File: src/hdl/qaar_pkg.sv
package qaar_pkg;

    // Field formats
    localparam int COORD_WIDTH = 32;
    localparam int COORD_FRAC_BITS = 16;
    localparam int ANGLE_BITS = 16;
    localparam int LIMIT_WIDTH = 32;

    // Quaternion components carry 30 fraction bits
    localparam int QF = 30;

    // CORDIC datapath width and start value (0.607252935 * 2^30)
    localparam int CW = 34;
    localparam int ATAN_COUNT = 30;
    localparam logic signed [CW-1:0] CORDIC_X0 = 34'sd652032874;

    // Arctangent of 2^-i as a fraction of a turn, 2^32 = one turn
    localparam logic [31:0] ATAN_TURN32 [ATAN_COUNT] = '{
        32'd536870912, 32'd316933406, 32'd167458907, 32'd85004756, 32'd42667331,
        32'd21354465, 32'd10679838, 32'd5340245, 32'd2670163, 32'd1335087,
        32'd667544, 32'd333772, 32'd166886, 32'd83443, 32'd41722,
        32'd20861, 32'd10430, 32'd5215, 32'd2608, 32'd1304,
        32'd652, 32'd326, 32'd163, 32'd81, 32'd41,
        32'd20, 32'd10, 32'd5, 32'd3, 32'd1
    };

    // Step counts of the square root and divider cell rows
    localparam int SQRT_STEPS = 31;
    localparam int DIV_STEPS = 31;

    typedef logic signed [COORD_WIDTH-1:0] coord_t;

    // Data handed between CORDIC cells
    typedef struct packed {
        logic signed [CW-1:0] x;
        logic signed [CW-1:0] y;
        logic signed [CW-1:0] z;
        logic [1:0]           quad;
    } cordic_t;

    // Data handed between square root cells
    typedef struct packed {
        logic [61:0] rem;
        logic [62:0] root;
    } sqrt_t;

    // Data handed between divider cells
    typedef struct packed {
        logic [60:0] rem;
        logic [30:0] divisor;
        logic [30:0] quo;
    } div_t;

    // round(a * c / 2^QF), halves away from zero
    function automatic logic signed [38:0] mul_q(input logic signed [35:0] a,
                                                 input logic signed [31:0] c);
        logic [35:0] ua;
        logic [31:0] uc;
        logic [67:0] full;
        logic [37:0] mag;
        ua = a[35] ? 36'(-a) : 36'(a);
        uc = c[31] ? 32'(-c) : 32'(c);
        full = 68'(ua) * 68'(uc);
        mag = 38'((full + (68'd1 << (QF - 1))) >> QF);
        if (a[35] ^ c[31])
        begin
            mul_q = -$signed({1'b0, mag});
        end
        else
        begin
            mul_q = $signed({1'b0, mag});
        end
    endfunction

endpackage

File: src/hdl/qaar_div_cell.sv
module qaar_div_cell #(
    parameter int BIT = 0
) (
    input  logic           clk,
    input  logic           en,
    input  qaar_pkg::div_t d_in,
    output qaar_pkg::div_t d_out
);
    logic [60:0]    shifted;
    logic           fits;
    qaar_pkg::div_t dv_reg;
    qaar_pkg::div_t dv_next;

    // One quotient bit of a restoring division
    assign shifted = 61'(d_in.divisor) << BIT;
    assign fits    = d_in.rem >= shifted;

    always_comb
    begin
        dv_next          = d_in;
        dv_next.quo[BIT] = fits;
        if (fits)
        begin
            dv_next.rem = d_in.rem - shifted;
        end
    end

    always_ff @(posedge clk)
    begin
        if (en)
        begin
            dv_reg <= dv_next;
        end
    end

    assign d_out = dv_reg;
endmodule

File: config.mk
export PLATFORM = sky130hd
export DESIGN_NAME = qaar_div_cell
export DESIGN_NICKNAME = d
export VERILOG_FILES = /design/src/hdl/qaar_pkg.sv /design/src/hdl/qaar_div_cell.sv
export SDC_FILE = /design/constraint.sdc
export NUM_CORES = 1
export LEC_CHECK = 0
export ABC_AREA = 1
export BUFFER_PORTS_ARGS = -buffer_cell sky130_fd_sc_hd__buf_4
export CAP_MARGIN = 10
export CORE_MARGIN = 2
export CORE_UTILIZATION = 45
export DETAILED_ROUTE_END_ITERATION = 8
export PLACE_DENSITY = 0.74
export SLEW_MARGIN = 10
export SYNTH_ARGS = -nofsm -noshare
export SYNTH_HDL_FRONTEND = slang
export SYNTH_SLANG_ARGS = --single-unit
File: constraint.sdc
create_clock -name clk -period 2.4 [get_ports clk]
set_input_delay 0.48 -clock clk [delete_from_list [all_inputs] [get_ports clk]]
set_output_delay 0.48 -clock clk [all_outputs]
set_load 0.01 [all_outputs]
---- Word level (Yosys, flattened, before mapping) ----
Index checks and enable logic that the tools add are counted.
word-level totals
  register bits ........................... 123
  logic and storage cells ................. 6
cells by class
  $add $sub $neg .......................... 1
  magnitude comparators ................... 1
  multiplexer cells ....................... 1
operators by type and width
  operator                        number
  >= comparator 61 x 31 -> 1 bit  1
  two-way mux 61 bit              1
  subtractor 61 x 31 -> 61 bit    1

---- Longest topological paths before layout ----
  word-level depth ........................ 2
  gate-level depth with buffers ........... 18

---- Worst setup path after synthesis ----
OpenSTA, ideal clock, no wires.
  path type ............................... in2reg
  from .................................... input port d_in[61] (netlist bit)
  to ...................................... register dv_reg (netlist bit d_out[69]) (data pin)
  arrival ................................. 2,016 ps
  required time ........................... 2,148 ps
  path slack .............................. 132 ps
  stages on the path ...................... 14
  path buffers ............................ 2
  cells stage by stage .................... inv_1 -> ha_1 -> a21oi_1 -> nand2_1 -> nor2_1 -> inv_2 -> nor2_2 -> nand3_1 -> a21oi_2 -> nand2_4 -> buf_6 -> buf_6 -> nand2_1 -> nand2_1
RTL lines
  item                    RTL line             text
  start: declaration      qaar_div_cell.sv:6   input qaar_pkg::div_t d_in,
  end signal: assignment  qaar_div_cell.sv:32  dv_reg <= dv_next;
  end: declaration        qaar_div_cell.sv:11  qaar_pkg::div_t dv_reg;

==> impl_results.md <==
- Place WS: -332 ps
- I/O pins: 248
- Yosys warns: 0
- Mapped Nets: around 1300
- Die area: 19400 um^2
- Vias after detailed routing: 8575
- Die Y: 139 um
- Avg Cell Area, Syn: 7.30 um^2
- Data arrival, critical path: 2440 ps
- Initial DRC count: 531
- Hold Crit Class: in2reg
- Final setup violation count: 0
- Largest register FFs: 123
- Gpl congestion: 0.938
- Yosys reg bits: 123
- Setup CP Type: in2reg
- Gr usage total: 27.7%
- Initial antenna violation count: 0
- Final Hold Violating Endpoints: 0
- Commonest non-fill, non-tap cell in the layout: nand2_1
- # Max-Cap Violations: 0
- Most frequent cells in the layout: nand2_1, buf_4, inv_1
- Clock H-tree levels: 4
- Post-layout instance area: 12100 um^2
- Vias in the first global route: 8239
- Die outline width: 139 um
- Final wirelength: 26900 um
- # diodes: 0
- FP Rows: 49
- Hold path cells: 1
- Via density per instance: 4.85
- Fin worst setup slack: 134 ps
- Core ar.: 18000 um^2
- Cell area power density: 609 nW/um^2
- Area Growth Syn to Fin: 47.2%
- Period utilization: 94.4%
- Final Critical Period: 2270 ps
- Part of the Yosys area used for sequential elements: 44.8%
- Initial Utilization: 45.9%
- DPL Wire Length: roughly 22000 um
- Clock Sinks: between 100 and 150
- CTS Buffer Depth: 2
- Yosys cell types: 32
- Setup TNS: 0 ps
- Worst-Margin Slew: 421 ps
- Clk slew on worst S/H paths: approximately 60 ps
- Fillers: 1503
- Wire length per cell: ~15 um
- Crit path max fanout: 4
- Largest net degree at the start of global routing: 65
- Status: finished, final reports clean
- VDD IR max: 0.000468 V
- Dpl cell area: 11500 um^2
- Layout cells sized above 1: between 20% and 30%
- Routed Antenna Nets: 0
- Grt ovf: 0
- CP Data Required Time: about 2600 ps
- Max-slew headroom: a little under three quarters
- Final net count: between 1500 and 2000
- Port bufs: 246
- Drt pass-1 iters: 8
- Syn Inst Count: 1129
- Max frequency: ~0.44 GHz
- Post-CTS Hold Fix Bufs: 0
- Post-Syn Area: between 8000 and 9000 um^2
- First-pass GRT wire length: 42100 um
- RSZ-0062 raised after global routing: no
- Cts bufs inserted: 17
- Post-route DRC: 0
- CTS tree: built
- P_leak: between 6 and 7 nW
- Critical Path Start Type: primary input
- Max Transition Viols Final: 0
- Root Driver: clkbuf_16
- Crit. End Element: flip-flop
## synthesized netlist by cell type
library cell / n / area share, %
a21oi_1: 48 / 2.9
inv_4: 1 / 0.076
ha_1: 31 / 4.7
o21bai_1: 4 / 0.36
o21ai_1: 2 / 0.12
a21oi_2: 1 / 0.11
nand2_1: 456 / 21
nor4_2: 1 / 0.15
nor3_1: 13 / 0.79
o21ai_4: 1 / 0.20
edfxtp_1: 123 / 45
nand2_2: 4 / 0.30
and2_1: 3 / 0.23
nor2_2: 10 / 0.76
and3_1: 1 / 0.076
o21ai_0: 9 / 0.55
clkinv_1: 1 / 0.046
inv_2: 8 / 0.36
xnor2_1: 3 / 0.32
nand4_1: 7 / 0.53
inv_1: 200 / 9.1
nor3_2: 1 / 0.12
buf_4: 2 / 0.18
fa_1: 1 / 0.24
buf_6: 2 / 0.27
xor2_1: 25 / 2.7
nand3b_1: 11 / 1.0
nor2_1: 109 / 5.0
buf_2: 5 / 0.30
nand3_1: 42 / 2.6
nor4_1: 3 / 0.23
nand2_4: 1 / 0.14
## power by group
| part | switching [W] | internal (W) | leakage (nW) |
|---|---|---|---|
| combinational | 0.000969 | 0.000901 | 4.70 |
| sequential | 0.0000601 | 0.00263 | 1.20 |
| clock | 0.00106 | 0.00176 | 0.304 |
| total | 0.00209 | 0.00530 | 6.21 |
## cell type report
| cell class | instances | area (um^2) | share of cell area, % |
|---|---|---|---|
| repair buffers | 388 | 3000 | 24.7 |
| clock inverters | 14 | 208 | 1.71 |
| flip-flops and latches | 123 | 3690 | 30.5 |
| well taps | 229 | 287 | 2.36 |
| multi-input cells | 787 | 3720 | 30.7 |
| clock buffers | 18 | 429 | 3.54 |
| inverters | 210 | 791 | 6.52 |
## worst paths after layout
kind / from / endpoint
worst min-delay path: d_in[22] / d_out[22]
worst max-delay path: d_in[31] / d_out[92]
## logic make-up after synthesis
kind of cell	count (synthesis)	share of synthesized area (%)
flip-flops	123	44.8
buffers and inverters	219	10.4
adder cells (fa/ha/maj)	32	4.95
AND/OR/NAND/NOR	662	32.6
XOR/XNOR	28	2.98
AO/OA/AOI/OAI	65	4.25
## metal layers
layer / share of wire (%) / track usage [%] / vias to the layer above
li1: - / - / 4316
met1: 45 / 38.0 / 3922
met2: 47 / 45.8 / 310
met3: 6.8 / 4.85 / 27
met4: 1.4 / 6.54 / 0
met5: 0 / 0 / -
## worst max-delay path: stages
cell	delay, ps
buf_4	120
ha_1	220
fa_1	430
o21ai_2	200
buf_4	160
nand2_1	50
nand2_1	140
nand2_1	70
nand2_1	200
nand2_1	110
nand2_1	70
nand2_1	40
nand3_1	90
nand2_1	50
## per-stage QoR
step	power, W	cells	util, %	hold WS (ps)
after floorplan	0.00351	1129	-	579
after global placement	0.00455	1737	63.8	658
after detailed placement	0.00458	1737	63.8	659
after CTS	0.00741	1769	67.4	216
after global routing	0.00769	1769	67.5	217
final	0.00738	1769	67.5	229
## repair_timing
item	4_1_cts	5_1_grt
buffers inserted	0	0
gates resized for setup	0	7
setup endpoints to repair	0	15
No activity file was read; power rests on OpenSTA's default activity.
