==> src/hdl/qaar_pkg.sv <==
package qaar_pkg;

    // Field formats
    localparam int COORD_WIDTH = 32;
    localparam int COORD_FRAC_BITS = 16;
    localparam int ANGLE_BITS = 16;
    localparam int LIMIT_WIDTH = 32;

    // Quaternion components carry 30 fraction bits
    localparam int QF = 30;

    // CORDIC datapath width and start value (0.607252935 * 2^30)
    localparam int CW = 34;
    localparam int ATAN_COUNT = 30;
    localparam logic signed [CW-1:0] CORDIC_X0 = 34'sd652032874;

    // Arctangent of 2^-i as a fraction of a turn, 2^32 = one turn
    localparam logic [31:0] ATAN_TURN32 [ATAN_COUNT] = '{
        32'd536870912, 32'd316933406, 32'd167458907, 32'd85004756, 32'd42667331,
        32'd21354465, 32'd10679838, 32'd5340245, 32'd2670163, 32'd1335087,
        32'd667544, 32'd333772, 32'd166886, 32'd83443, 32'd41722,
        32'd20861, 32'd10430, 32'd5215, 32'd2608, 32'd1304,
        32'd652, 32'd326, 32'd163, 32'd81, 32'd41,
        32'd20, 32'd10, 32'd5, 32'd3, 32'd1
    };

    // Step counts of the square root and divider cell rows
    localparam int SQRT_STEPS = 31;
    localparam int DIV_STEPS = 31;

    typedef logic signed [COORD_WIDTH-1:0] coord_t;

    // Data handed between CORDIC cells
    typedef struct packed {
        logic signed [CW-1:0] x;
        logic signed [CW-1:0] y;
        logic signed [CW-1:0] z;
        logic [1:0]           quad;
    } cordic_t;

    // Data handed between square root cells
    typedef struct packed {
        logic [61:0] rem;
        logic [62:0] root;
    } sqrt_t;

    // Data handed between divider cells
    typedef struct packed {
        logic [60:0] rem;
        logic [30:0] divisor;
        logic [30:0] quo;
    } div_t;

    // round(a * c / 2^QF), halves away from zero
    function automatic logic signed [38:0] mul_q(input logic signed [35:0] a,
                                                 input logic signed [31:0] c);
        logic [35:0] ua;
        logic [31:0] uc;
        logic [67:0] full;
        logic [37:0] mag;
        ua = a[35] ? 36'(-a) : 36'(a);
        uc = c[31] ? 32'(-c) : 32'(c);
        full = 68'(ua) * 68'(uc);
        mag = 38'((full + (68'd1 << (QF - 1))) >> QF);
        if (a[35] ^ c[31])
        begin
            mul_q = -$signed({1'b0, mag});
        end
        else
        begin
            mul_q = $signed({1'b0, mag});
        end
    endfunction

endpackage

==> src/hdl/qaar_sqrt_cell.sv <==
module qaar_sqrt_cell #(
    parameter int K = 0
) (
    input  logic            clk,
    input  logic            en,
    input  qaar_pkg::sqrt_t d_in,
    output qaar_pkg::sqrt_t d_out
);
    localparam logic [62:0] ONE = 63'(1) << (2 * K);

    logic [62:0]     trial;
    logic            fits;
    qaar_pkg::sqrt_t sq_reg;
    qaar_pkg::sqrt_t sq_next;

    // One bit of the restoring integer square root
    assign trial = d_in.root + ONE;
    assign fits  = {1'b0, d_in.rem} >= trial;

    always_comb
    begin
        if (fits)
        begin
            sq_next.rem  = d_in.rem - trial[61:0];
            sq_next.root = (d_in.root >> 1) + ONE;
        end
        else
        begin
            sq_next.rem  = d_in.rem;
            sq_next.root = d_in.root >> 1;
        end
    end

    always_ff @(posedge clk)
    begin
        if (en)
        begin
            sq_reg <= sq_next;
        end
    end

    assign d_out = sq_reg;
endmodule

==> config.mk <==
export PLATFORM = sky130hd
export DESIGN_NAME = qaar_sqrt_cell
export DESIGN_NICKNAME = d
export VERILOG_FILES = /design/src/hdl/qaar_pkg.sv /design/src/hdl/qaar_sqrt_cell.sv
export SDC_FILE = /design/constraint.sdc
export NUM_CORES = 1
export LEC_CHECK = 0
export CAP_MARGIN = 20
export CELL_PAD_IN_SITES_DETAIL_PLACEMENT = 1
export CELL_PAD_IN_SITES_GLOBAL_PLACEMENT = 1
export CORE_MARGIN = 5
export CORE_UTILIZATION = 30
export DETAILED_ROUTE_END_ITERATION = 6
export DONT_BUFFER_PORTS = 1
export PLACE_DENSITY = 0.61
export SETUP_SLACK_MARGIN = 0.5
export SKIP_CTS_REPAIR_TIMING = 1
export SYNTH_ARGS = -nofsm -noshare
export SYNTH_HDL_FRONTEND = slang
export SYNTH_SLANG_ARGS = --single-unit
export TNS_END_PERCENT = 1
==> constraint.sdc <==
create_clock -name clk -period 7.9 [get_ports clk]
set_clock_uncertainty 0.1 [all_clocks]
set_input_delay 2.37 -clock clk [delete_from_list [all_inputs] [get_ports clk]]
set_output_delay 2.37 -clock clk [all_outputs]
set_load 0.01 [all_outputs]
Yosys cells after proc, flatten, opt, wreduce, memory -nomap -nowiden. Cells that the tools add are included. Widths: inputs -> output; s select.

Flip-flop bits (word level): 125. Bits in latches: 0. RAM bits: 0. ROM bits: 0. Output and inout port bits: 125. Memories: 0.

Add/sub/neg operators: 3. Multipliers: 0. Divide/modulo/power cells: 0. Order comparisons: 1. Eq/ne operators: 0. Shift operators: 0. Muxes and demuxes: 1. Bitwise gates (word level): 0. Reduce and logical (&&, ||, !) cells: 0.

Operators with widths (count): $mux 125 (1); $add 62x1->63 const B (1); $add 63x1->63 const B (1); $ge 62x63->1 (1); $sub 62x62->62 (1).

Longest topological paths before layout.
Depth after elaboration: 3. Gate-level depth with buffers: 24.

Least setup slack after synthesis. No wires, ideal clock.

Kind: input to register. Start point: input d_in[6] (netlist name). End point: register sq_reg (netlist bit d_out[110]) (data pin). Arrival time: 6.637 ns. Data required time: 7.539 ns. Setup slack: 0.903 ns. Cell stages on the path: 20. Path buffers: 4. Path through: clkbuf_1 > and4_1 > nand4_1 > nor4_1 > and2_1 > clkbuf_1 > nand2_1 > nor2_1 > nand2_1 > xor2_1 > ha_1 > nand3_1 > nor2_1 > nand2_1 > or4_1 > a2111o_1 > a21o_2 > buf_6 > buf_6 > a221o_1.

RTL lines: start, declared (line qaar_sqrt_cell.sv:6) `input qaar_pkg::sqrt_t d_in,`; end signal, assigned (line qaar_sqrt_cell.sv:38) `sq_reg <= sq_next;`; end, declared (line qaar_sqrt_cell.sv:13) `qaar_pkg::sqrt_t sq_reg;`.

==> results_dict.tcl <==
set metrics [dict create \
    worst_hold_path_type "in -> reg" \
    slew_headroom_pct 39.41 \
    synth_edf_count 125 \
    synth.top_cells.by_count "185 x nand2_1, 125 x edfxtp_1, 95 x xnor2_1, 94 x o21ai_0, 82 x nor2_1" \
    area_delta_synth_final_pct 10.23 \
    drt_first_pass_iters 5 \
    start_util_pct 30.39 \
    ir_drop_v 0.0001509 \
    pwr-share-comb_pct 22.3 \
    drc 0 \
    ys.flop_type "edfxtp_1" \
    yosysWarnings 0 \
    critPathArrivalTime_ns 7.05 \
    die-area_um2 40020 \
    largest_reg_flops 125 \
    core_area_um2 35660 \
    grt_start_max_net_pins 126 \
    final.period_utilization_pct 87.84 \
    cts.sinks 125 \
    post_dp_cell_area_um2 11320 \
    startpoint_type "primary input" \
    antenna_found_initial 0 \
    cts_buffers 17 \
    outcome "complete, no violations" \
    finish.utilization_pct 33.50 \
    grt_pass1_vias 9979 \
    row_count 69 \
    swShare_pct 32.19 \
    power_leakage_nw 4.248 \
    hold_viol_final 0 \
    hold_ws_ns 1.943 \
    netlist_top_cells_area "edfxtp_1 35%, xnor2_1 7.7%, ha_1 7.4%" \
    vias 9745 \
    critPathMaxFanout 41 \
    stdcell_area_um2 11940 \
    routed_wl_mm 45.46 \
    synth_seq_cells 125 \
    clkPwrFrac_pct 38.6 \
    syn_nets 1447 \
    maxSlewViolCount 0 \
    nets 1421 \
    worst_pin_slew_ns 0.9019 \
    clockRootBuffer "clkbuf_16" \
    period_needed_ns 6.939 \
    setup_ws_ns 0.9609 \
    syn_inst 1255 \
    p_per_area_nw_per_um2 188.4 \
    io_buffer_count 0 \
    layout-drive-gt1-share_pct 6.522 \
    post-dp-hpwl_mm 36.11 \
    async_flop_share_pct 0 \
    gp_congestion 0.8951 \
    drtIter0Drc 776 \
    die_h_um 200.0 \
    whs_path_depth 0 \
    crit_path_end_kind "register" \
    power.internal_mw 1.526 \
    synth_top_area_cell "edfxtp_1" \
    synth_top_cell_area_share_pct 34.64 \
    max_freq_ghz 0.1441 \
    finalSetupTns_ns 0 \
    clock_path_buffers 2 \
    hp-start "en" \
    htreeDepth 4 \
    synth_area_um2 10840 \
    track_usage_pct 22.21 \
    clk_pin_slew_ns 0.07 \
    syn_area_per_cell_um2 8.634 \
    wl_per_cell_um 26.70 \
    die_x_um 200.0 \
    diodes 0 \
    antenna_left 0 \
    cap_violations 0 \
    cts_tree "done" \
    setup_violations 0 \
    cp.required_ns 8.01 \
    grt.overflow.total 0 \
    post_drt_via_cell_ratio 5.722 \
    critPathKind "in -> reg" \
    p_seq_share_pct 39.2 \
    holdPathEnd "d_out[100]" \
    rsz0062_at_grt "no" \
    ys_seq_area_share_pct 34.64 \
    io_pins 252 \
    p_sw_mw 0.7245 \
    place_ws_ns 0.5320 \
    grt_pass1_wl_mm 66.08 \
    synth.most_common_cell "nand2_1" \
    synth.distinct_cells 71 \
]
## worst max-delay path by stage
stage / start / endpoint / slack [ns] / cells after the start
global placement: d_in[1] / d_out[120] / 0.56 / 17
CTS: d_in[6] / d_out[120] / 0.97 / 17
floorplan: d_in[6] / d_out[110] / 0.90 / 20
detailed placement: d_in[6] / d_out[120] / 0.53 / 17
global route: d_in[1] / d_out[22] / 0.54 / 19
finish: d_in[1] / d_out[120] / 0.96 / 17
## metrics by stage
step	std cells	power, mW
floorplan	1255	1.242
global placement	1671	1.387
detailed placement	1671	1.388
CTS	1703	2.268
global route	1703	2.355
finish	1703	2.251
## worst max-delay path: stages
cell,delay (ns)
ha_1,0.25
and4_1,0.28
nand4_1,0.18
nor4_1,0.30
and2_1,0.25
and2_1,0.25
nand3_1,0.12
xor2_1,0.34
ha_1,0.34
inv_1,0.13
nor2_1,0.27
nand2_1,0.13
or4_1,0.43
a2111o_1,0.37
a21o_4,0.44
buf_4,0.29
a211o_1,0.29
## power by group through the flow
stage                     clock [mW]  sequential [mW]  combinational (mW)
after detailed placement           0            0.897               0.491
final                          0.868            0.881               0.501
after global routing           0.918            0.888               0.549
after floorplan                    0            0.876               0.366
after CTS                      0.887            0.885               0.497
after global placement             0            0.898               0.489
## final cells by class
type | instances | area, um^2
clock buffer | 17 | 425.4
clock inverter | 15 | 196.4
fill | 4149 | 23710
inverter | 29 | 108.9
multi-input combinational | 1031 | 6670
sequential | 125 | 3754
tap | 461 | 576.8
timing repair buffer | 25 | 212.7
## placed cells by master (no fill, tap or decap), types with 14 or more instances in the layout
| cell | netlist | routed |
|---|---|---|
| a21o_1 | 25 | 25 |
| a21oi_1 | 77 | 77 |
| and3_1 | 20 | 20 |
| and4_1 | 16 | 16 |
| buf_4 | 0 | 23 |
| clkbuf_16 | 0 | 17 |
| edfxtp_1 | 125 | 125 |
| ha_1 | 64 | 64 |
| inv_1 | 29 | 29 |
| nand2_1 | 185 | 185 |
| nand3_1 | 60 | 60 |
| nand4_1 | 55 | 55 |
| nor2_1 | 82 | 82 |
| nor3_1 | 29 | 28 |
| nor4_1 | 14 | 14 |
| o21ai_0 | 94 | 94 |
| xnor2_1 | 95 | 95 |
| xor2_1 | 78 | 78 |
## routing by layer
metal,vias to the layer above,part of all wire [%],track usage (%)
met5,-,0,0
met4,0,2.3,6.138
met3,49,7.9,6.109
met2,342,47,36.43
met1,4793,43,28.92
li1,4561,-,-
## logic make-up (layout without fill, tap and decap cells)
family	Yosys count	count (layout)	share of synthesized area (%)
AND/OR/NAND/NOR	500	500	22.63
multiplexers	1	1	0.1039
buffers and inverters	99	86	3.972
XOR/XNOR	173	173	13.98
adder cells (fa/ha/maj)	65	65	7.575
flip-flops	125	125	34.64
AO/OA/AOI/OAI	292	292	17.09
Power figures use the tool's default switching activity.
