[src/hdl/qaar_pkg.sv]
package qaar_pkg;

    // Field formats
    localparam int COORD_WIDTH = 32;
    localparam int COORD_FRAC_BITS = 16;
    localparam int ANGLE_BITS = 16;
    localparam int LIMIT_WIDTH = 32;

    // Quaternion components carry 30 fraction bits
    localparam int QF = 30;

    // CORDIC datapath width and start value (0.607252935 * 2^30)
    localparam int CW = 34;
    localparam int ATAN_COUNT = 30;
    localparam logic signed [CW-1:0] CORDIC_X0 = 34'sd652032874;

    // Arctangent of 2^-i as a fraction of a turn, 2^32 = one turn
    localparam logic [31:0] ATAN_TURN32 [ATAN_COUNT] = '{
        32'd536870912, 32'd316933406, 32'd167458907, 32'd85004756, 32'd42667331,
        32'd21354465, 32'd10679838, 32'd5340245, 32'd2670163, 32'd1335087,
        32'd667544, 32'd333772, 32'd166886, 32'd83443, 32'd41722,
        32'd20861, 32'd10430, 32'd5215, 32'd2608, 32'd1304,
        32'd652, 32'd326, 32'd163, 32'd81, 32'd41,
        32'd20, 32'd10, 32'd5, 32'd3, 32'd1
    };

    // Step counts of the square root and divider cell rows
    localparam int SQRT_STEPS = 31;
    localparam int DIV_STEPS = 31;

    typedef logic signed [COORD_WIDTH-1:0] coord_t;

    // Data handed between CORDIC cells
    typedef struct packed {
        logic signed [CW-1:0] x;
        logic signed [CW-1:0] y;
        logic signed [CW-1:0] z;
        logic [1:0]           quad;
    } cordic_t;

    // Data handed between square root cells
    typedef struct packed {
        logic [61:0] rem;
        logic [62:0] root;
    } sqrt_t;

    // Data handed between divider cells
    typedef struct packed {
        logic [60:0] rem;
        logic [30:0] divisor;
        logic [30:0] quo;
    } div_t;

    // round(a * c / 2^QF), halves away from zero
    function automatic logic signed [38:0] mul_q(input logic signed [35:0] a,
                                                 input logic signed [31:0] c);
        logic [35:0] ua;
        logic [31:0] uc;
        logic [67:0] full;
        logic [37:0] mag;
        ua = a[35] ? 36'(-a) : 36'(a);
        uc = c[31] ? 32'(-c) : 32'(c);
        full = 68'(ua) * 68'(uc);
        mag = 38'((full + (68'd1 << (QF - 1))) >> QF);
        if (a[35] ^ c[31])
        begin
            mul_q = -$signed({1'b0, mag});
        end
        else
        begin
            mul_q = $signed({1'b0, mag});
        end
    endfunction

endpackage

[src/hdl/qaar_cordic_cell.sv]
module qaar_cordic_cell #(
    parameter int STAGE = 0
) (
    input  logic              clk,
    input  logic              en,
    input  qaar_pkg::cordic_t d_in,
    output qaar_pkg::cordic_t d_out
);
    localparam int CW = qaar_pkg::CW;
    localparam logic signed [CW-1:0] STEP_ANGLE = CW'(qaar_pkg::ATAN_TURN32[STAGE]);

    logic signed [CW-1:0] dx;
    logic signed [CW-1:0] dy;
    qaar_pkg::cordic_t    rot_reg;
    qaar_pkg::cordic_t    rot_next;

    // Shifted cross terms, rounding toward minus infinity
    assign dx = $signed(d_in.y) >>> STAGE;
    assign dy = $signed(d_in.x) >>> STAGE;

    // One micro-rotation toward a zero residual angle
    always_comb
    begin
        rot_next.quad = d_in.quad;
        if (!d_in.z[CW-1])
        begin
            rot_next.x = d_in.x - dx;
            rot_next.y = d_in.y + dy;
            rot_next.z = d_in.z - STEP_ANGLE;
        end
        else
        begin
            rot_next.x = d_in.x + dx;
            rot_next.y = d_in.y - dy;
            rot_next.z = d_in.z + STEP_ANGLE;
        end
    end

    always_ff @(posedge clk)
    begin
        if (en)
        begin
            rot_reg <= rot_next;
        end
    end

    assign d_out = rot_reg;
endmodule

[config.mk]
export PLATFORM = sky130hd
export DESIGN_NAME = qaar_cordic_cell
export DESIGN_NICKNAME = d
export VERILOG_FILES = /design/src/hdl/qaar_pkg.sv /design/src/hdl/qaar_cordic_cell.sv
export SDC_FILE = /design/constraint.sdc
export NUM_CORES = 1
export LEC_CHECK = 0
export ABC_AREA = 1
export BUFFER_PORTS_ARGS = -buffer_cell sky130_fd_sc_hd__buf_2
export CORE_MARGIN = 2
export CORE_UTILIZATION = 33
export CTS_CLUSTER_DIAMETER = 80
export CTS_CLUSTER_SIZE = 10
export DETAILED_ROUTE_END_ITERATION = 8
export GPL_ROUTABILITY_DRIVEN = 0
export HOLD_SLACK_MARGIN = 0.06
export PLACE_DENSITY = 0.61
export SLEW_MARGIN = 15
export SYNTH_ARGS = -nofsm -noshare
export SYNTH_HDL_FRONTEND = slang
export SYNTH_SLANG_ARGS = --single-unit
[constraint.sdc]
create_clock -name clk -period 1.9 [get_ports clk]
set_input_delay 0.19 -clock clk [delete_from_list [all_inputs] [get_ports clk]]
set_output_delay 0.19 -clock clk [all_outputs]
set_load 0.01 [all_outputs]
# ---- After elaboration in Yosys (flattened, before gate mapping)
# Cells that the tools add are included.
# W data, S select, Z words.
dict set report word_totals {
  out_inout_bits 104
  register_bits 104
}
dict set report classes {
  add_sub_neg 5
  n_mux 1
}
# cell count
set ops {}
lappend ops {{$mux W102} 1}
lappend ops {{$sub A34 B34 Y34} 2}
lappend ops {{$add A34 B31 Y34 const B} 1}
lappend ops {{$add A34 B34 Y34} 1}
lappend ops {{$sub A34 B31 Y34 const B} 1}

# ---- Depth between registers and ports, before layout
# Gate-level depths: netlist of the first run.
dict set report logic_depth {
  depth_word 2
  ltp_mapped 17
}

# ---- Worst setup path after synthesis of the first run
# No wires, ideal clock.
dict set report synth_path {
  path_type {input to register}
  from {input port d_in[35] (netlist bit)}
  to {register rot_reg, in the netlist d_out[34], data pin}
  path_buffers 3
  setup_time_ns 0.258
  arrival_ns 1.634
  path_stages 8
  slack_ns 0.008
  required_ns 1.642
  cell_sequence {clkbuf_1 > inv_1 > clkbuf_1 > clkbuf_1 > ha_1 > nand3_1 > nand3_1 > xor2_1}
}
# element line
set synth_lines {}
lappend synth_lines {{from (decl)} qaar_cordic_cell.sv:6} ;# input qaar_pkg::cordic_t d_in,
lappend synth_lines {{to (signal assigned)} qaar_cordic_cell.sv:43} ;# rot_reg <= rot_next;
lappend synth_lines {{to (decl)} qaar_cordic_cell.sv:14} ;# qaar_pkg::cordic_t rot_reg;

==> summary.txt, run 1 <==
Worst setup path
  • Slowest cell on crit path: o21ai_0
  • CP max stage delay: 0.37 ns
  • Worst setup SP type: primary input
  • Arrival time at the worst endpoint: 2.03 ns
  • Top cell by count, worst path: o21ai_0
  • Nature of the critical path endpoint: flop
  • Top delay family on crit path: compound AO/OA/AOI/OAI gates
  • Critical path type: primary input to flop
  • Critical Path RT: 2.05 ns
  • Crit path cell chain: buf_2, buf_4, inv_1, ha_1, a21oi_1, o21ai_0, nand3b_1, xor2_1, o21ai_0
  • Buffer and inverter count on the worst path: 3
  • CP Max Fanout: 3

Placement
  • Placed Instances: 2408
  • Post-detail-place hpwl: 32.2 mm
  • Worst slack, placed: -0.489 ns
  • # port buffers: 209

Detailed routing
  • Post-DR vias/cell: 5.01
  • Antenna-violating nets left: 0
  • Pre-Repair DR Iteration Count: 6
  • WL final: 39.8 mm
  • Vias: 12300
  • Routed WL per cell: 16.2 um
  • # DRC: 0
  • First DRT Iteration DRCs: 1085

Worst hold path
  • Hold/Removal Path Class: primary input to flop
  • Hold path endpoint: d_out[31]
  • Hold_sp: d_in[31]
  • Hold Path Depth: 2

Global routing
  • GRT met3 Usage: 3.42%
  • GR peak layer: met2
  • Initial antenna violation count: 0
  • Largest net degree at the start of global routing: 59
  • Met1 Usage GRT: 31.1%
  • Met2 global-route usage: 38.7%
  • All-layer global routing usage: 23.2%
  • Vias in the first global route: 11800
  • Grt total ovfl: 0
  • First-pass GRT wire length: 60.5 mm

Clocking
  • CTS Buf Count: 9
  • CTS tree: yes
  • Clk sink count: 103
  • CTS Buffer Depth: 2
  • Clock root buffer: clkbuf_16
  • Post-CTS Setup Bufs: 0
  • H-Tree Depth: 3
  • Clock transition at path regs: 0.09 ns

Synth
  • Synth warnings: 0
  • Primary FF master, synth: edfxtp_1
  • Synthesized cell area: 10600 um^2
  • Post-synthesis cell type count: 42
  • Area leader, netlist: edfxtp_1
  • Yosys reg bits: 103
  • Avg Synthesized Cell Area: 6.73 um^2
  • Synth top cells by count: 456 x nand2_1, 232 x inv_1, 164 x nand3_1
  • Top-area cell type share of the netlist area: 29.2%
  • EDFF count, synth: 103
  • Synth async-reset ratio: 0%
  • Net count after synthesis: 1783
  • Register area share after synthesis: 29.2%
  • Area contributors post-synth: edfxtp_1 29%, nand2_1 16%, ha_1 12%
  • Synthesized instance count: 1571
  • Most common cell in the netlist: nand2_1

Timing
  • Worst-Margin Slew: 0.733 ns
  • Relative slew slack: 51.2%
  • Final setup TNS: 0 ns
  • Final setup viols: 0
  • Fin worst setup slack: 0.0201 ns
  • Final Hold Vio Count: 0
  • Minimum clock period: 1.88 ns
  • RSZ-0062 raised after global routing: true
  • Slew Limit Fails: 0
  • Tcrit/Tclk final: 98.9%
  • Max Fclk: 532 MHz

Floorplan
  • Die Span X: 183 um
  • Initial Util: 33.5%
  • I/O pin cnt: 210
  • Die H: 183 um
  • Core Rows: 65
  • Area of the die: 33500 um^2
  • Core Region: 31600 um^2

Finish
  • Post-Route Utilization: 48.0%
  • Filler cells: 3128
  • Max reg flops: 103
  • Footprint of the multi-input gates: 6920 um^2
  • P&R area growth vs syn: 43.2%
  • ANT cells: 0
  • Final Non-Filler Cells: 2455
  • Storage element area: 3090 um^2
  • Nets: 2260
  • Layout cells sized above 1: 31.7%

Power and ir drop
  • Pleak: 7.66 nW
  • Worst vdd ir: 456 uV
  • Power Density: 594 nW/um^2

Status
  • Status: completed

Run
  • Max-Cap Viols: 0
-- worst max-delay path by stage --
stage	start	end	slack (ns)	cells after the start
3_3_place_gp	d_in[55]	d_out[103]	-0.45	13
4_1_cts	d_in[42]	d_out[101]	-0.004	13
5_1_grt	d_in[45]	d_out[93]	-0.02	15
2_1_floorplan	d_in[35]	d_out[34]	0.008	8
6_report	d_in[78]	d_out[46]	0.02	9
3_5_place_dp	d_in[44]	d_out[80]	-0.49	11
-- final cells by class --
| class | instances | area share [%] |
|---|---|---|
| clock buffers | 9 | 1.49 |
| clock inverters | 7 | 0.364 |
| inverters | 237 | 5.87 |
| multi-input cells | 1185 | 45.7 |
| flip-flops and latches | 103 | 20.4 |
| well taps | 402 | 3.32 |
| repair buffers | 512 | 22.8 |
-- report_power, final --
group	total [W]	leakage (nW)	switching (W)	internal, W
logic	0.00411	6.52	0.00238	0.00173
registers	0.00295	1.01	0.0000924	0.00286
clock network	0.00193	0.138	0.00102	0.000910
-- what timing repair did --
item / CTS / global route
hold buffers: 31 / 0
cloned: 0 / 0
pin swaps: 0 / 5
resized for setup: 29 / 134
endpoints found under the hold margin: 31 / 0
endpoints found under the setup margin: 20 / 52
-- metrics by stage --
stage               hold slack, ns  instance area [um^2]  total power, W
floorplan                    0.289                 10600         0.00494
global placement             0.367                 13900         0.00670
detailed placement           0.368                 13900         0.00675
CTS                         0.0912                 14600         0.00880
global route                0.0990                 15100         0.00952
finish                      0.0995                 15100         0.00899
-- cell usage in the layout, fill, tap and decap left out, types with 7 or more instances in the layout --
cell type and count:
a21oi_1 88, a21oi_2 22, buf_2 207, buf_4 269
clkbuf_16 9, dlygate4sd3_1 31, edfxtp_1 103, ha_1 78
ha_4 18, inv_1 230, inv_2 7, nand2_1 435
nand2_2 27, nand3_1 159, nand4_1 13, nor2_1 106
nor2_2 27, nor2_4 10, nor3_2 9, o21ai_0 69
o21ai_1 18, o21bai_1 14, xor2_1 27
-- routing by layer --
layer  routed length (um)  share of wire [%]
met5                    0                  0
met4                 1100                2.8
met3                 2910                7.3
met2                18200                 46
met1                17600                 44
-- kinds of logic (layout without fill, tap and decap cells) --
family / count (synthesis) / count (layout) / share of synthesized area (%)
AOI/OAI and AO/OA: 239 / 239 / 12.3
adders and majority gates: 106 / 106 / 12.8
DFF: 103 / 103 / 29.2
xor gates and xnor gates: 27 / 27 / 2.24
and+or+nand+nor: 813 / 813 / 32.4
buffers and inverters: 283 / 765 / 11.0
(Power assumes the default switching activity.)
==> run 2: changes to the inputs <==
==> constraint.sdc (replaced) <==
create_clock -name clk -period 1.9 [get_ports clk]
set_input_delay 0.095 -clock clk [delete_from_list [all_inputs] [get_ports clk]]
set_output_delay 0.095 -clock clk [all_outputs]
set_load 0.01 [all_outputs]
==> run 2 against run 1 <==
- sequential cell count unchanged
- critical path type unchanged
- clock power about the same
- count of clock-buffer cells in the layout unchanged
- routed wire length decreased by 3.2%
- combinational power decreased by 4%
- first-iteration DRC count decreased by 12%
- hold slack improved by 0.0048 ns
- cell count about the same
- via count decreased by 1.5%
- worst setup slack improved by 0.044 ns
==> summary.txt, run 2 (synthesis gave the netlist of run 1 again) <==
Status
  • Status: completed

Worst hold path
  • Hold_sp: d_in[32]
  • Hold path endpoint: d_out[32]
  • Hold Path Depth: 2 (unchanged)
  • Hold/Removal Path Class: primary input to flop

Clocking
  • CTS Buffer Depth: 2 (unchanged)
  • Clk sink count: 103 (unchanged)
  • Clock root buffer: clkbuf_16
  • H-Tree Depth: 3 (unchanged)
  • CTS Buf Count: 9 (unchanged)
  • CTS tree: yes
  • Clock transition at path regs: 0.08 ns (about the same)

Worst setup path
  • Buffer and inverter count on the worst path: 4 (+1)
  • Critical path type: primary input to flop
  • Arrival time at the worst endpoint: 1.97 ns (-0.06 ns)
  • Crit path cell chain: buf_2, inv_1, ha_2, buf_4, inv_1, a21oi_1, a21boi_1, nand2_1, a21oi_1, nand3_1, nand3_1, nand2_1
  • Nature of the critical path endpoint: flop
  • CP Max Fanout: 7 (+4)
  • Top delay family on crit path: compound AO/OA/AOI/OAI gates
  • Critical Path Start: d_in[59]
  • Worst setup SP type: primary input
  • Slowest cell on crit path: ha_2
  • CP max stage delay: 0.42 ns (+0.05 ns)
  • Critical Path RT: 2.03 ns (-0.02 ns)

Timing
  • Slew Limit Fails: 0 (unchanged)
  • Tcrit/Tclk final: 96.6% (-2.3 points)
  • Worst-Margin Slew: 0.497 ns (-0.236 ns)
  • Relative slew slack: 66.9% (+16 points)
  • Final setup viols: 0 (unchanged)
  • Final Hold Vio Count: 0 (unchanged)
  • Hold_ws: 0.104 ns (+0.00484 ns)
  • Minimum clock period: 1.84 ns (-0.0435 ns)
  • RSZ-0062 raised after global routing: true
  • Max Fclk: 545 MHz (+2.4%)

Floorplan
  • Area of the die: 33500 um^2 (unchanged)
  • Core Rows: 65 (unchanged)
  • Die H: 183 um (unchanged)
  • Initial Util: 33.5% (unchanged)
  • Die Span X: 183 um (unchanged)
  • Core Region: 31600 um^2 (unchanged)
  • I/O pin cnt: 210 (unchanged)

Detailed routing
  • Routed WL per cell: 15.7 um (-3.2%)
  • WL final: 38.5 mm (-3.2%)
  • Pre-Repair DR Iteration Count: 6 (unchanged)
  • First DRT Iteration DRCs: 957 (-12%)
  • # DRC: 0 (unchanged)
  • Antenna-violating nets left: 0 (unchanged)
  • Post-DR vias/cell: 4.94 (-1.5%)
  • Vias: 12100 (-1.5%)

Finish
  • Commonest cells after routing, fill and taps aside: 447 x nand2_1, 268 x buf_4, 231 x inv_1
  • Nets: 2259 (-0.044%)
  • Fin area: 14700 um^2 (-2.6%)
  • P&R area growth vs syn: 39.4%
  • ANT cells: 0 (unchanged)
  • Commonest non-fill, non-tap cell in the layout: nand2_1
  • Filler cells: 3217 (+2.8%)
  • Layout cells sized above 1: 28.8% (-2.9 points)
  • Max reg flops: 103 (unchanged)

Global routing
  • First-pass GRT wire length: 59.3 mm (-1.9%)
  • All-layer global routing usage: 22.7% (-0.44 points)
  • Largest net degree at the start of global routing: 59 (unchanged)
  • Vias in the first global route: 11500 (-1.9%)
  • Grt total ovfl: 0 (unchanged)
  • Initial antenna violation count: 0 (unchanged)

Power and ir drop
  • Clk pwr share: 22.1% (+0.7 points)
  • Switch share: 38.6% (-0.28 points)
  • Power Density: 599 nW/um^2 (+0.96%)
  • Pleak: 7.61 nW (-0.67%)
  • Flop pwr share: 33.3% (+0.5 points)
  • Comb power frac: 44.6% (-1.2 points)
  • P_int: 0.00543 W (-1.2%)
  • Worst vdd ir: 457 uV (+0.11%)
  • Sw Pwr: 0.00341 W (-2.4%)

Placement
  • Area after DPL: 13900 um^2 (-0.20%)
  • Post-detail-place hpwl: 32.0 mm (-0.89%)
  • # port buffers: 209 (unchanged)

Run
  • Max-Cap Viols: 0 (unchanged)
-- run 2: cell count changes in the layout (fill, tap and decap cells not counted), moves of 8 or more --
cell	delta
nand2_1	+12
nor2_2	-8
ha_2	+12
ha_4	-15
nand2_2	-12
nor3_2	-8
a21oi_1	+8
nor2_1	+14
-- run 2: final cells by class --
cell class              count  area (um^2)  area share, %
flip-flops and latches    103         3090           21.0
clock buffers               9          225           1.53
well taps                 402          503           3.41
repair buffers            511         3430           23.3
clock inverters             7         67.6          0.458
inverters                 237          893           6.06
multi-input cells        1185         6530           44.3
-- run 2: how the worst max path moves through the flow --
| stage | to | slack, ns | cells after the start |
|---|---|---|---|
| final | d_out[68] | 0.06 | 12 |
| after global routing | d_out[62] | -0.005 | 13 |
| after CTS | d_out[69] | 0.0006 | 14 |
| after detailed placement | d_out[69] | -0.40 | 14 |
| after global placement | d_out[65] | -0.40 | 13 |
| after floorplan | d_out[34] | 0.10 | 8 |
-- run 2: layer usage --
layer	vias to the layer above	GRT usage, %	routed length [um]	part of all wire (%)
met1	5536	31.6	17400	45
met5	-	0	0	0
met4	0	7.84	1220	3.2
met2	488	36.8	17100	44
met3	65	2.36	2830	7.3
li1	6028	-	-	-
-- run 2: repair_timing --
item,4_1_cts,5_1_grt
buffers inserted,0,0
hold buffers,32,0
gates resized for setup,1,72
pin swaps,0,2
endpoints found under the hold margin,32,0
endpoints found under the setup margin,1,46
-- run 2: metrics by stage --
step	util (%)	total power [W]	TNS, ns	instances	setup WS [ns]
after global routing	46.7	0.00939	-0.0100	2454	-0.00538
final	46.7	0.00884	0	2454	0.0637
after CTS	46.1	0.00879	0	2454	0.000591
after floorplan	-	0.00494	0	1571	0.103
after global placement	44.1	0.00669	-14.31	2406	-0.397
after detailed placement	44.1	0.00674	-15.25	2406	-0.399
-- run 2: power by group through the flow --
stage	Sequential (W)	Clock (W)	Combinational [W]
floorplan	0.00313	0	0.00181
global placement	0.00300	0	0.00369
detailed placement	0.00300	0	0.00374
CTS	0.00295	0.00203	0.00381
global route	0.00297	0.00209	0.00433
finish	0.00294	0.00196	0.00394
